File: src/rtl/vrzrle_pkg.sv
`timescale 1ns / 1ps
package vrzrle_pkg;

  // Fixed field widths of the interface.
  localparam int LEAF_COUNT_W = 13;
  localparam int BYTE_W       = 8;
  localparam int ROW_WORD_W   = 64;

  // Leaf count after reset, and the byte that an all-visible row is made of.
  localparam logic [LEAF_COUNT_W-1:0] LEAF_COUNT_RESET = 13'd4096;
  localparam logic [BYTE_W-1:0]       FILL_BYTE        = 8'hff;
  localparam logic [BYTE_W-1:0]       ZERO_BYTE        = 8'h00;

  // Input action codes.
  localparam logic ACT_DATA = 1'b0;
  localparam logic ACT_FILL = 1'b1;

  // Control from the sequencer to the word packer.
  typedef struct packed {
    logic              push;
    logic              restart;
    logic [BYTE_W-1:0] data;
  } pack_ctl_t;

endpackage

File: src/rtl/vis_row_zero_rle_decoder.sv
`timescale 1ns / 1ps
// Zero-run visibility row decoder. Each input transaction carries one
// compressed byte (action 0) or asks for an all-visible row (action 1). A
// nonzero byte becomes one row byte; a zero byte followed by a count byte
// becomes that many zero row bytes, clipped at the row's end. Rows are
// ceil(leaf count/8) bytes long and leave as 64-bit words, first byte in bits
// 7 to 0, with the final word zero-padded and flagged by last_word. Row bytes
// are built one per cycle, except while the output register holds them off,
// in a word-wide shift register that takes one byte at a time. A literal,
// marker or count byte is first accepted, after which a zero run or an
// all-visible row produces its row bytes in turn, and a row that ends part
// way through a word is then padded with zero bytes to fill that word. The
// input is held off during a run, a fill or padding, and while a finished
// word waits in the output register and the next byte would complete another.
// The user must write the leaf count through the cfg port only while the block
// is idle; the block itself has no check for this and always accepts it.
module vis_row_zero_rle_decoder #(
  parameter int MAX_LEAFS  = 4096,
  parameter int WORD_BYTES = 8
) (
  input  logic                                   clk,
  input  logic                                   rst,
  // Configuration write channel.
  input  logic                                   cfg_valid,
  output logic                                   cfg_ready,
  input  logic [vrzrle_pkg::LEAF_COUNT_W-1:0]    cfg_data,
  // Compressed input channel.
  input  logic                                   in_valid,
  output logic                                   in_ready,
  input  logic                                   action,
  input  logic [vrzrle_pkg::BYTE_W-1:0]          data_byte,
  // Row word output channel.
  output logic                                   out_valid,
  input  logic                                   out_ready,
  output logic [vrzrle_pkg::ROW_WORD_W-1:0]      row_word,
  output logic                                   last_word
);

  localparam int WORD_W = WORD_BYTES * vrzrle_pkg::BYTE_W;
  localparam int LANE_W = (WORD_BYTES > 1) ? $clog2(WORD_BYTES) : 1;
  localparam int ROW_W  = $clog2(MAX_LEAFS / 8 + 1);
  localparam int NL_W   = vrzrle_pkg::LEAF_COUNT_W + 1;
  localparam logic [LANE_W-1:0] LAST_LANE = LANE_W'(WORD_BYTES - 1);

  typedef enum logic [1:0] {
    ST_TAKE,
    ST_RUN,
    ST_FILL,
    ST_PAD
  } state_t;

  // Row length in bytes, with the leaf count clamped to 1..MAX_LEAFS.
  function automatic logic [ROW_W-1:0] row_len_of(
    input logic [vrzrle_pkg::LEAF_COUNT_W-1:0] leafs
  );
    logic [NL_W-1:0] n;
    logic [NL_W-1:0] sum;
    n = {1'b0, leafs};
    if (n == '0) begin
      n = NL_W'(1);
    end else if (n > NL_W'(MAX_LEAFS)) begin
      n = NL_W'(MAX_LEAFS);
    end
    sum = n + NL_W'(7);
    return sum[ROW_W+2:3];
  endfunction

  state_t                        state;
  logic                          count_pending;
  logic [vrzrle_pkg::BYTE_W-1:0] run_left;
  logic [ROW_W-1:0]              bytes_done;
  logic [ROW_W-1:0]              row_len;

  vrzrle_pkg::pack_ctl_t         ctl;
  logic [WORD_W-1:0]             shifted;
  logic [LANE_W-1:0]             lane;

  logic [ROW_W:0]                done_inc;
  logic                          ends_row;
  logic                          word_full;
  logic                          completes;
  logic                          out_free;
  logic                          can_push;
  logic                          take;
  logic                          literal;

  assign cfg_ready = 1'b1;

  // Row length register, updated on each configuration transaction.
  always_ff @(posedge clk) begin
    if (rst) begin
      row_len <= row_len_of(vrzrle_pkg::LEAF_COUNT_RESET);
    end else if (cfg_valid && cfg_ready) begin
      row_len <= row_len_of(cfg_data);
    end
  end

  // What the next pushed byte would do to the row and to the word.
  assign done_inc  = {1'b0, bytes_done} + 1'b1;
  assign ends_row  = (state != ST_PAD) && (done_inc >= {1'b0, row_len});
  assign word_full = (lane == LAST_LANE);
  assign completes = word_full || ends_row;
  assign out_free  = !out_valid || out_ready;
  assign can_push  = out_free || !completes;

  assign in_ready = (state == ST_TAKE) && can_push;
  assign take     = in_valid && in_ready;
  assign literal  = take && (action == vrzrle_pkg::ACT_DATA) && !count_pending
                    && (data_byte != vrzrle_pkg::ZERO_BYTE);

  // Byte fed into the packer this cycle.
  always_comb begin
    ctl.push    = 1'b0;
    ctl.restart = 1'b0;
    ctl.data    = vrzrle_pkg::ZERO_BYTE;
    case (state)
      ST_TAKE: begin
        ctl.push    = literal;
        ctl.restart = take && (action == vrzrle_pkg::ACT_FILL);
        ctl.data    = data_byte;
      end
      ST_RUN: begin
        ctl.push = can_push;
      end
      ST_FILL: begin
        ctl.push = can_push;
        ctl.data = vrzrle_pkg::FILL_BYTE;
      end
      ST_PAD: begin
        ctl.push = can_push;
      end
      default: begin
        ctl.push = 1'b0;
      end
    endcase
  end

  vrzrle_packer #(
    .WORD_BYTES(WORD_BYTES)
  ) u_packer (
    .clk    (clk),
    .rst    (rst),
    .ctl    (ctl),
    .shifted(shifted),
    .lane   (lane)
  );

  // Sequencer state and the output register.
  always_ff @(posedge clk) begin
    if (rst) begin
      state         <= ST_TAKE;
      count_pending <= 1'b0;
      run_left      <= '0;
      bytes_done    <= '0;
      out_valid     <= 1'b0;
    end else begin
      // A word leaves when it fills; the word that closes a row is flagged.
      if (ctl.push && word_full) begin
        out_valid <= 1'b1;
        row_word  <= vrzrle_pkg::ROW_WORD_W'(shifted);
        last_word <= (state == ST_PAD) || ends_row;
      end else if (out_valid && out_ready) begin
        out_valid <= 1'b0;
      end

      // Row byte count; a row that ends mid-word goes on to padding.
      if (ctl.push && (state != ST_PAD)) begin
        if (ends_row) begin
          bytes_done <= '0;
        end else begin
          bytes_done <= done_inc[ROW_W-1:0];
        end
      end

      case (state)
        ST_TAKE: begin
          if (take) begin
            if (action == vrzrle_pkg::ACT_FILL) begin
              count_pending <= 1'b0;
              bytes_done    <= '0;
              state         <= ST_FILL;
            end else if (count_pending) begin
              count_pending <= 1'b0;
              run_left      <= data_byte;
              if (data_byte != vrzrle_pkg::ZERO_BYTE) begin
                state <= ST_RUN;
              end
            end else if (data_byte == vrzrle_pkg::ZERO_BYTE) begin
              count_pending <= 1'b1;
            end else if (ends_row && !word_full) begin
              state <= ST_PAD;
            end
          end
        end
        ST_RUN: begin
          if (ctl.push) begin
            run_left <= run_left - 1'b1;
            if (ends_row) begin
              state <= word_full ? ST_TAKE : ST_PAD;
            end else if (run_left == vrzrle_pkg::BYTE_W'(1)) begin
              state <= ST_TAKE;
            end
          end
        end
        ST_FILL: begin
          if (ctl.push && ends_row) begin
            state <= word_full ? ST_TAKE : ST_PAD;
          end
        end
        ST_PAD: begin
          if (ctl.push && word_full) begin
            state <= ST_TAKE;
          end
        end
        default: begin
          state <= ST_TAKE;
        end
      endcase
    end
  end

endmodule

File: src/rtl/vrzrle_packer.sv
`timescale 1ns / 1ps
module vrzrle_packer #(
  parameter int WORD_BYTES = 8,
  localparam int WORD_W = WORD_BYTES * vrzrle_pkg::BYTE_W,
  localparam int LANE_W = (WORD_BYTES > 1) ? $clog2(WORD_BYTES) : 1
) (
  input  logic                  clk,
  input  logic                  rst,
  input  vrzrle_pkg::pack_ctl_t ctl,
  output logic [WORD_W-1:0]     shifted,
  output logic [LANE_W-1:0]     lane
);

  localparam logic [LANE_W-1:0] LAST_LANE = LANE_W'(WORD_BYTES - 1);

  logic [WORD_W-1:0]                        word;
  logic [WORD_W+vrzrle_pkg::BYTE_W-1:0]     joined;

  // A new byte enters at the top and the oldest byte moves towards bit 0, so
  // after a full word the first byte of the word sits in bits 7 to 0.
  assign joined  = {ctl.data, word};
  assign shifted = joined[WORD_W+vrzrle_pkg::BYTE_W-1:vrzrle_pkg::BYTE_W];

  // Byte shift register.
  always_ff @(posedge clk) begin
    if (ctl.push) begin
      word <= shifted;
    end
  end

  // Byte position within the word being assembled.
  always_ff @(posedge clk) begin
    if (rst) begin
      lane <= '0;
    end else if (ctl.restart) begin
      lane <= '0;
    end else if (ctl.push) begin
      if (lane == LAST_LANE) begin
        lane <= '0;
      end else begin
        lane <= lane + 1'b1;
      end
    end
  end

endmodule
File: config.mk
export PLATFORM = sky130hd
export DESIGN_NAME = vis_row_zero_rle_decoder
export DESIGN_NICKNAME = d
export VERILOG_FILES = /design/src/rtl/vrzrle_pkg.sv /design/src/rtl/vis_row_zero_rle_decoder.sv /design/src/rtl/vrzrle_packer.sv
export SDC_FILE = /design/constraint.sdc
export NUM_CORES = 1
export LEC_CHECK = 0
export ABC_AREA = 0
export ABC_CLOCK_PERIOD_IN_PS = 7200
export BUFFER_PORTS_ARGS = -buffer_cell sky130_fd_sc_hd__buf_4
export CAP_MARGIN = 15
export CORE_AREA = 5 5 130 132
export DETAILED_ROUTE_END_ITERATION = 8
export DIE_AREA = 0 0 135 137
export GPL_ROUTABILITY_DRIVEN = 0
export HOLD_SLACK_MARGIN = 0.06
export PLACE_DENSITY = 0.56
export SLEW_MARGIN = 5
export SYNTH_ARGS = -nofsm -noshare
export SYNTH_HDL_FRONTEND = slang
export SYNTH_SLANG_ARGS = --single-unit
File: constraint.sdc
create_clock -name clk -period 7.2 [get_ports clk]
set_input_delay 1.08 -clock clk [delete_from_list [all_inputs] [get_ports clk]]
set_output_delay 1.08 -clock clk [all_outputs]
set_load 0.02 [all_outputs]
==> load_flow_metrics.sql, run 1 <==
INSERT INTO impl_metrics (metric_group, metric, value, unit) VALUES
('global_route', 'track_usage', '13.8', '%'),
('yosys', 'netlist_top_cells_area', 'sky130_fd_sc_hd__edfxtp_1, sky130_fd_sc_hd__dfxtp_1, sky130_fd_sc_hd__ha_1', ''),
('final_layout', 'nets', '597', ''),
('sta', 'actual_transition_at_the_worst_max_transition_pin', '0.848', 'ns'),
('detailed_routing', 'drtPass1Iterations', '5', ''),
('sta', 'tns', '0', 'ns'),
('final_layout', 'n_antenna_cell', '0', ''),
('detailed_routing', 'via_count', '3952', ''),
('sta', 'post-route-period-util', '68.7', '%'),
('placement', 'pre_cts_slack', '2.67', 'ns'),
('detailed_routing', 'drt_antenna_net_count', '0', ''),
('sta', 'slew-limit-headroom', '43.5', '%'),
('detailed_routing', 'wire_per_inst', '15.8', 'um'),
('floorplanning', 'chipHeight', '137', 'um'),
('detailed_routing', 'routed_wirelength', '12400', 'um'),
('cts', 'cts_resized', '0', ''),
('placement', 'placed_cells', '752', ''),
('pwr', 'post-layout-total-power', '2.40', 'mW'),
('cts', 'post-cts-setup-buffers', '0', ''),
('yosys', 'synthesis.area', '6150', 'um^2'),
('placement', 'postPlaceCellArea', '7080', 'um^2'),
('yosys', 'syn_nets', '498', ''),
('sta', 'fin_worst_skew', '0.00923', 'ns'),
('worst_setup_path', 'worstPathRequired', '6.12', 'ns'),
('detailed_routing', 'detail_route.vias_per_cell', '5.04', ''),
('yosys', 'postSynth.asyncResetShare', '0', '%'),
('floorplanning', 'core_region_area', '15600', 'um^2'),
('cts', 'clock_latency', '0.42', 'ns'),
('final_layout', 'flow.area_growth_from_synthesis', '24.9', '%'),
('worst_setup_path', 'worst-endpoint-arrival', '3.87', 'ns'),
('placement', 'port_buffers', '93', ''),
('yosys', 'synth.ff_latch_count', '156', ''),
('flow_run', 'max_cap_viol_count', '0', ''),
('yosys', 'synth_edf_count', '121', ''),
('run_status', 'outcome', 'finished, final reports clean', ''),
('worst_setup_path', 'worstSetupEndpointType', 'output port', ''),
('sta', 'report.final.hold_viol_count', '0', ''),
('sta', 'finalWorstSetupSlack', '2.25', 'ns'),
('placement', 'place_hpwl', '8560', 'um'),
('floorplanning', 'io_pins', '95', ''),
('cts', 'htreeDepth', '4', ''),
('worst_setup_path', 'setup.worst_path.start_class', 'flip-flop', ''),
('pwr', 'power_per_cell_area', '312', 'nW/um^2'),
('global_route', 'global_route_wire_length_before_repair', '19900', 'um'),
('sta', 'achievable-frequency', '202', 'MHz'),
('yosys', 'synth-seq-area-share', '70.5', '%'),
('final_layout', 'final_cell_count_no_fill', '784', ''),
('final_layout', 'layout-drive-gt1-share', '24.3', '%'),
('cts', 'cts_tree', 'built', ''),
('detailed_routing', 'drc', '0', ''),
('global_route', 'grt_start_max_net_pins', '66', ''),
('global_route', 'antenna_found_initial', '0', ''),
('final_layout', 'finish.instance_area', '7680', 'um^2'),
('pwr', 'power_leakage', '2.89', 'nW'),
('cts', 'cts_made_buffers', '17', ''),
('cts', 'cts.path.max_buffers', '2', ''),
('pwr', 'power.ir.vdd_worst', '0.193', 'mV'),
('yosys', 'synth_cell_type_count', '55', ''),
('yosys', 'synth-warning-count', '0', ''),
('detailed_routing', 'drt_iter0_drc', '335', ''),
('cts', 'hold_buffers', '0', ''),
('sta', 'setup-violations-final', '0', ''),
('sta', 'setup_repair_after_global_routing_missed_its_margin', 'false', ''),
('yosys', 'syn-instance-count', '456', ''),
('sta', 'fin_worst_hold_slack', '0.420', 'ns'),
('global_route', 'aggregate_global_routing_overflow', '0', ''),
('sta', 'timing_max_transition_violations_final', '0', ''),
('worst_setup_path', 'timing.critical_path.fanout_max', '8', ''),
('yosys', 'synth_top_flop_cell', 'sky130_fd_sc_hd__edfxtp_1', ''),
('cts', 'cts_sinks', '156', ''),
('worst_setup_path', 'setup.worst_path.class', 'flip-flop to output port', ''),
('global_route', 'first_global_vias', '3933', ''),
('final_layout', 'finalCoreUtilization', '49.2', '%'),
('yosys', 'synth_top_cell_area_share', '59.1', '%'),
('floorplanning', 'initial_utilization', '39.4', '%'),
('floorplanning', 'die_x', '135', 'um'),
('floorplanning', 'cell_rows', '46', ''),
('yosys', 'synth_top_area_cell', 'sky130_fd_sc_hd__edfxtp_1', ''),
('sta', 'min_period', '4.95', 'ns'),
('hold_path', 'hold_path.class', 'flip-flop to flip-flop', ''),
('cts', 'cts-root-buf', 'sky130_fd_sc_hd__clkbuf_16', ''),
('yosys', 'synth.avg_cell_area', '13.5', 'um^2'),
('final_layout', 'layout.filler_cells', '1372', ''),
('floorplanning', 'die_area', '18500', 'um^2'),
('cts', 'clkSlewWorstSetupHoldPaths', '0.07', 'ns');
[cells by family after synthesis]
| group | Yosys count | share of synthesized area (%) |
|---|---|---|
| adder cells (fa/ha/maj) | 15 | 3.05 |
| flip-flops | 156 | 70.5 |
| XOR/XNOR | 15 | 2.14 |
| AND/OR/NAND/NOR | 133 | 10.5 |
| AO/OA/AOI/OAI | 101 | 11.5 |
| multiplexers | 1 | 0.163 |
| other | 1 | 0.0610 |
| buffers and inverters | 34 | 2.20 |
[flip-flops by register name, indices dropped and copies added (netlist names), 2 cells and up]
register / count
u_packer.lane: 3
u_packer.word: 56
state: 2
row_word: 64
run_left: 8
bytes_done: 10
row_len: 10
[path summary, 6_finish.rpt]
| check | from | endpoint | slack, ns | depth (start not counted) |
|---|---|---|---|---|
| worst max-delay path | bytes_done[2] | in_ready | 2.25 | 13 |
| worst min-delay path | u_packer.word[13] | row_word[5] | 0.42 | 0 |
| worst max register to register | bytes_done[2] | u_packer.word[42] | 2.60 | 13 |
| worst min register to register | u_packer.word[13] | row_word[5] | 0.42 | 0 |
[critical path, cell delays in order, from the launching register on]
cell and delay (ns):
sky130_fd_sc_hd__dfxtp_1 0.47, sky130_fd_sc_hd__and3_1 0.22, sky130_fd_sc_hd__and3_1 0.26, sky130_fd_sc_hd__and3_1 0.20, sky130_fd_sc_hd__nand3_1 0.09, sky130_fd_sc_hd__xnor2_1 0.21, sky130_fd_sc_hd__ha_1 0.29, sky130_fd_sc_hd__and3_4 0.19
sky130_fd_sc_hd__a221o_1 0.31, sky130_fd_sc_hd__a31o_1 0.24, sky130_fd_sc_hd__a21o_4 0.23, sky130_fd_sc_hd__o21ai_1 0.34, sky130_fd_sc_hd__and2_1 0.24, sky130_fd_sc_hd__buf_4 0.16
[layout by cell type, fill, tap and decap left out, types with 15 or more instances in the layout]
master	Yosys	final
sky130_fd_sc_hd__nor2_1	40	40
sky130_fd_sc_hd__nand2_1	35	35
sky130_fd_sc_hd__ha_1	15	15
sky130_fd_sc_hd__edfxtp_1	121	121
sky130_fd_sc_hd__o21ai_0	16	16
sky130_fd_sc_hd__a21oi_1	30	30
sky130_fd_sc_hd__clkbuf_16	0	17
sky130_fd_sc_hd__buf_4	1	96
sky130_fd_sc_hd__nand3_1	16	16
sky130_fd_sc_hd__dfxtp_1	35	35
sky130_fd_sc_hd__inv_1	18	17
[per-layer routing]
| metal | global-route usage [%] | part of all wire, % | vias up |
|---|---|---|---|
| li1 | - | - | 1924 |
| met1 | 16.9 | 44 | 1857 |
| met2 | 22.6 | 48 | 142 |
| met3 | 4.26 | 5.9 | 29 |
| met4 | 5.94 | 2.6 | 0 |
| met5 | 0 | 0 | - |
[area by class of cell]
| cell class | instances | area [um^2] | share of cell area (%) |
|---|---|---|---|
| Clock buffer | 17 | 425 | 5.54 |
| Multi-Input combinational cell | 266 | 1690 | 21.9 |
| Inverter | 18 | 67.6 | 0.880 |
| Tap cell | 216 | 270 | 3.52 |
| Clock inverter | 15 | 178 | 2.31 |
| Sequential cell | 156 | 4330 | 56.4 |
| Timing Repair Buffer | 96 | 721 | 9.38 |
[cell usage after synthesis (6+ instances only)]
cell type / n
sky130_fd_sc_hd__xor2_1: 7
sky130_fd_sc_hd__and3_1: 7
sky130_fd_sc_hd__dfxtp_1: 35
sky130_fd_sc_hd__clkbuf_1: 11
sky130_fd_sc_hd__nand2_1: 35
sky130_fd_sc_hd__edfxtp_1: 121
sky130_fd_sc_hd__o21ai_0: 16
sky130_fd_sc_hd__nand2b_1: 11
sky130_fd_sc_hd__xnor2_1: 8
sky130_fd_sc_hd__ha_1: 15
sky130_fd_sc_hd__a311oi_1: 8
sky130_fd_sc_hd__a21oi_1: 30
sky130_fd_sc_hd__nand3_1: 16
sky130_fd_sc_hd__nor2_1: 40
sky130_fd_sc_hd__a211oi_1: 6
sky130_fd_sc_hd__inv_1: 18
sky130_fd_sc_hd__nor4_1: 6
[power breakdown]
| group | switching (mW) | internal (mW) |
|---|---|---|
| Combinational | 0.163 | 0.0839 |
| Sequential | 0.0733 | 1.17 |
| Clock | 0.379 | 0.525 |
(Power assumes the default switching activity.)
==> run 2, diff against run 1 <==
Settings changed: ABC_CLOCK_PERIOD_IN_PS 7200 to 4100, PLACE_DENSITY 0.56 to 0.58.
Clock period 7.2 ns to 4.1 ns, I/O delays scaled along.
==> run 2 against run 1 <==
Effect of this change:
- combinational power is 85% higher
- via count down 0.73%
- register-to-register slack worse by 2.2 ns
- setup slack got worse by 2.1 ns
- wire length fell by 2.6%
- worst hold slack got worse by 0.0026 ns
- final area grew 1.6%
==> load_flow_metrics.sql, run 2 (synthesis gave the netlist of run 1 again) <==
INSERT INTO impl_metrics (metric_group, metric, value, unit) VALUES
('run_status', 'outcome', 'finished, final reports clean', ''),
('detailed_routing', 'drt_iter0_drc', '177', ''),
('cts', 'hold_buffers', '0', ''),
('detailed_routing', 'met3_wirelength', '691', 'um'),
('cts', 'cts.path.max_buffers', '2', ''),
('sta', 'finalWorstSetupSlack', '0.145', 'ns'),
('cts', 'clkSlewWorstSetupHoldPaths', '0.06', 'ns'),
('final_layout', 'layout_common_cells', 'sky130_fd_sc_hd__edfxtp_1, sky130_fd_sc_hd__buf_4, sky130_fd_sc_hd__nor2_1, sky130_fd_sc_hd__nand2_1, sky130_fd_sc_hd__dfxtp_1', ''),
('cts', 'cts-root-buf', 'sky130_fd_sc_hd__clkbuf_16', ''),
('worst_setup_path', 'crit_buf_inv', '1', ''),
('final_layout', 'layout-drive-gt1-share', '27.3', '%'),
('detailed_routing', 'detail_route.vias_per_cell', '4.94', ''),
('placement', 'pre_cts_slack', '0.183', 'ns'),
('cts', 'cts_tree', 'built', ''),
('detailed_routing', 'drtPass1Iterations', '5', ''),
('global_route', 'global_route_wire_length_before_repair', '19700', 'um'),
('global_route', 'antenna_found_initial', '0', ''),
('sta', 'achievable-frequency', '253', 'MHz'),
('floorplanning', 'initial_utilization', '39.4', '%'),
('final_layout', 'largest_registers', 'row_word x64, u_packer.word x56', ''),
('final_layout', 'finalCoreUtilization', '50.0', '%'),
('sta', 'slew-limit-headroom', '44.3', '%'),
('placement', 'port_buffers', '93', ''),
('final_layout', 'largest_register_ffs', '64', ''),
('floorplanning', 'die_area', '18500', 'um^2'),
('sta', 'timing_max_transition_violations_final', '0', ''),
('worst_setup_path', 'worst-endpoint-arrival', '3.34', 'ns'),
('hold_path', 'hold_path.class', 'flip-flop to flip-flop', ''),
('detailed_routing', 'wl_met1', '5440', 'um'),
('detailed_routing', 'wire_per_inst', '15.2', 'um'),
('worst_setup_path', 'critical_path.top_delay_family', 'simple AND/OR/NAND/NOR gates', ''),
('worst_setup_path', 'critical_path.max_stage_delay', '0.37', 'ns'),
('worst_setup_path', 'worstPathRequired', '3.48', 'ns'),
('floorplanning', 'cell_rows', '46', ''),
('flow_run', 'max_cap_viol_count', '0', ''),
('cts', 'cts_made_buffers', '17', ''),
('cts', 'htreeDepth', '4', ''),
('pwr', 'power.ir.vdd_worst', '0.335', 'mV'),
('final_layout', 'layout.filler_cells', '1348', ''),
('placement', 'place_hpwl', '8430', 'um'),
('detailed_routing', 'met2RoutedLength', '5850', 'um'),
('floorplanning', 'core_region_area', '15600', 'um^2'),
('worst_setup_path', 'critical_path.cell_chain', 'and3_4 > and3_4 > and3_4 > nand3_2 > xnor2_2 > ha_1 > and3_4 > a221o_1 > a31o_1 > a21o_4 > o21ai_2 > and2_4 > buf_6', ''),
('worst_setup_path', 'setup.worst_path.class', 'flip-flop to output port', ''),
('global_route', 'first_global_vias', '3814', ''),
('cts', 'cts_sinks', '156', ''),
('floorplanning', 'chipHeight', '137', 'um'),
('global_route', 'aggregate_global_routing_overflow', '0', ''),
('sta', 'setup_repair_after_global_routing_missed_its_margin', 'false', ''),
('detailed_routing', 'routed_wirelength', '12100', 'um'),
('final_layout', 'largest-register', 'row_word', ''),
('worst_setup_path', 'setup.worst_path.start_class', 'flip-flop', ''),
('final_layout', 'layout.cells.most_common', 'sky130_fd_sc_hd__edfxtp_1', ''),
('floorplanning', 'die_x', '135', 'um'),
('detailed_routing', 'highest_layer', 'met4', ''),
('pwr', 'power_leakage', '2.93', 'nW'),
('cts', 'clock_latency', '0.42', 'ns'),
('global_route', 'track_usage', '13.8', '%'),
('sta', 'tns', '0', 'ns'),
('detailed_routing', 'drt_antenna_net_count', '0', ''),
('pwr', 'power_per_cell_area', '532', 'nW/um^2'),
('sta', 'actual_transition_at_the_worst_max_transition_pin', '0.836', 'ns'),
('worst_setup_path', 'timing.critical_path.fanout_max', '5', ''),
('worst_setup_path', 'cp_slowest_cell', 'sky130_fd_sc_hd__dfxtp_4', ''),
('sta', 'report.final.hold_viol_count', '0', ''),
('worst_setup_path', 'critical-path-top-cell-by-count', 'sky130_fd_sc_hd__and3_4', ''),
('sta', 'fin_worst_skew', '0.00769', 'ns'),
('worst_setup_path', 'worstSetupEndpointType', 'output port', ''),
('final_layout', 'finish.instance_area', '7800', 'um^2'),
('sta', 'setup-violations-final', '0', ''),
('sta', 'min_period', '3.95', 'ns'),
('final_layout', 'n_antenna_cell', '0', ''),
('placement', 'postPlaceCellArea', '7120', 'um^2'),
('detailed_routing', 'drc', '0', ''),
('floorplanning', 'io_pins', '95', ''),
('final_layout', 'flow.area_growth_from_synthesis', '26.9', '%'),
('sta', 'post-route-period-util', '96.5', '%'),
('global_route', 'grt_start_max_net_pins', '66', ''),
('final_layout', 'nets', '607', ''),
('detailed_routing', 'via_count', '3923', '');
## run 2: changes by cell type in the layout (fill, tap and decap cells not counted), moves of 2 or more
cell,delta
sky130_fd_sc_hd__dfxtp_4,+3
sky130_fd_sc_hd__and3_4,+3
sky130_fd_sc_hd__dfxtp_1,-4
sky130_fd_sc_hd__buf_4,+8
sky130_fd_sc_hd__clkinvlp_4,+2
sky130_fd_sc_hd__and3_1,-3
sky130_fd_sc_hd__inv_8,-5
sky130_fd_sc_hd__clkinv_1,+3
## run 2: power breakdown
part / internal, mW / switching [mW]
combinational: 0.169 / 0.290
clock: 0.892 / 0.607
sequential: 2.06 / 0.131
## run 2: layout make-up
| class | instances | area (um^2) | area share [%] |
|---|---|---|---|
| Clock buffer | 17 | 425 | 5.45 |
| Clock inverter | 15 | 145 | 1.86 |
| Inverter | 18 | 71.3 | 0.914 |
| Multi-Input combinational cell | 266 | 1730 | 22.2 |
| Sequential cell | 156 | 4350 | 55.7 |
| Tap cell | 216 | 270 | 3.46 |
| Timing Repair Buffer | 106 | 812 | 10.4 |
## run 2: path summary, 6_finish.rpt
check / from / end / slack (ns) / depth (start not counted)
worst min register to register: u_packer.word[10] / row_word[2] / 0.42 / 0
worst max-delay path: bytes_done[4] / in_ready / 0.15 / 13
worst max register to register: bytes_done[4] / bytes_done[3] / 0.39 / 13
worst min-delay path: u_packer.word[10] / row_word[2] / 0.42 / 0
## run 2: timing repair
| item | CTS | global route |
|---|---|---|
| endpoints found under the setup margin | 1 | 2 |
| pin swaps | 0 | 3 |
| gates resized for setup | 4 | 13 |
| buffers inserted | 0 | 7 |
## run 2: routing by layer
layer	track usage (%)	up-vias
met3	5.00	10
met4	5.10	0
met1	17.7	1867
li1	-	1933
met5	0	-
met2	21.7	113
## run 2: through the flow
step	std cells	total power [mW]	hold slack, ns
after floorplan	456	2.49	0.400
after detailed placement	755	2.68	0.405
after global routing	794	4.36	0.430
after global placement	755	2.64	0.402
after CTS	787	4.18	0.418
final	794	4.15	0.417
## run 2: worst register-to-register path, cell delays in order (launching register included)
cell and delay (ns):
sky130_fd_sc_hd__dfxtp_4 0.37, sky130_fd_sc_hd__and3_4 0.19, sky130_fd_sc_hd__and3_4 0.21, sky130_fd_sc_hd__and3_4 0.20, sky130_fd_sc_hd__nand3_2 0.09, sky130_fd_sc_hd__xnor2_2 0.17
sky130_fd_sc_hd__ha_1 0.31, sky130_fd_sc_hd__and3_4 0.18, sky130_fd_sc_hd__a221o_1 0.32, sky130_fd_sc_hd__a31o_1 0.24, sky130_fd_sc_hd__a21o_4 0.22, sky130_fd_sc_hd__a2111oi_4 0.62
sky130_fd_sc_hd__a41oi_1 0.24, sky130_fd_sc_hd__a311oi_2 0.28
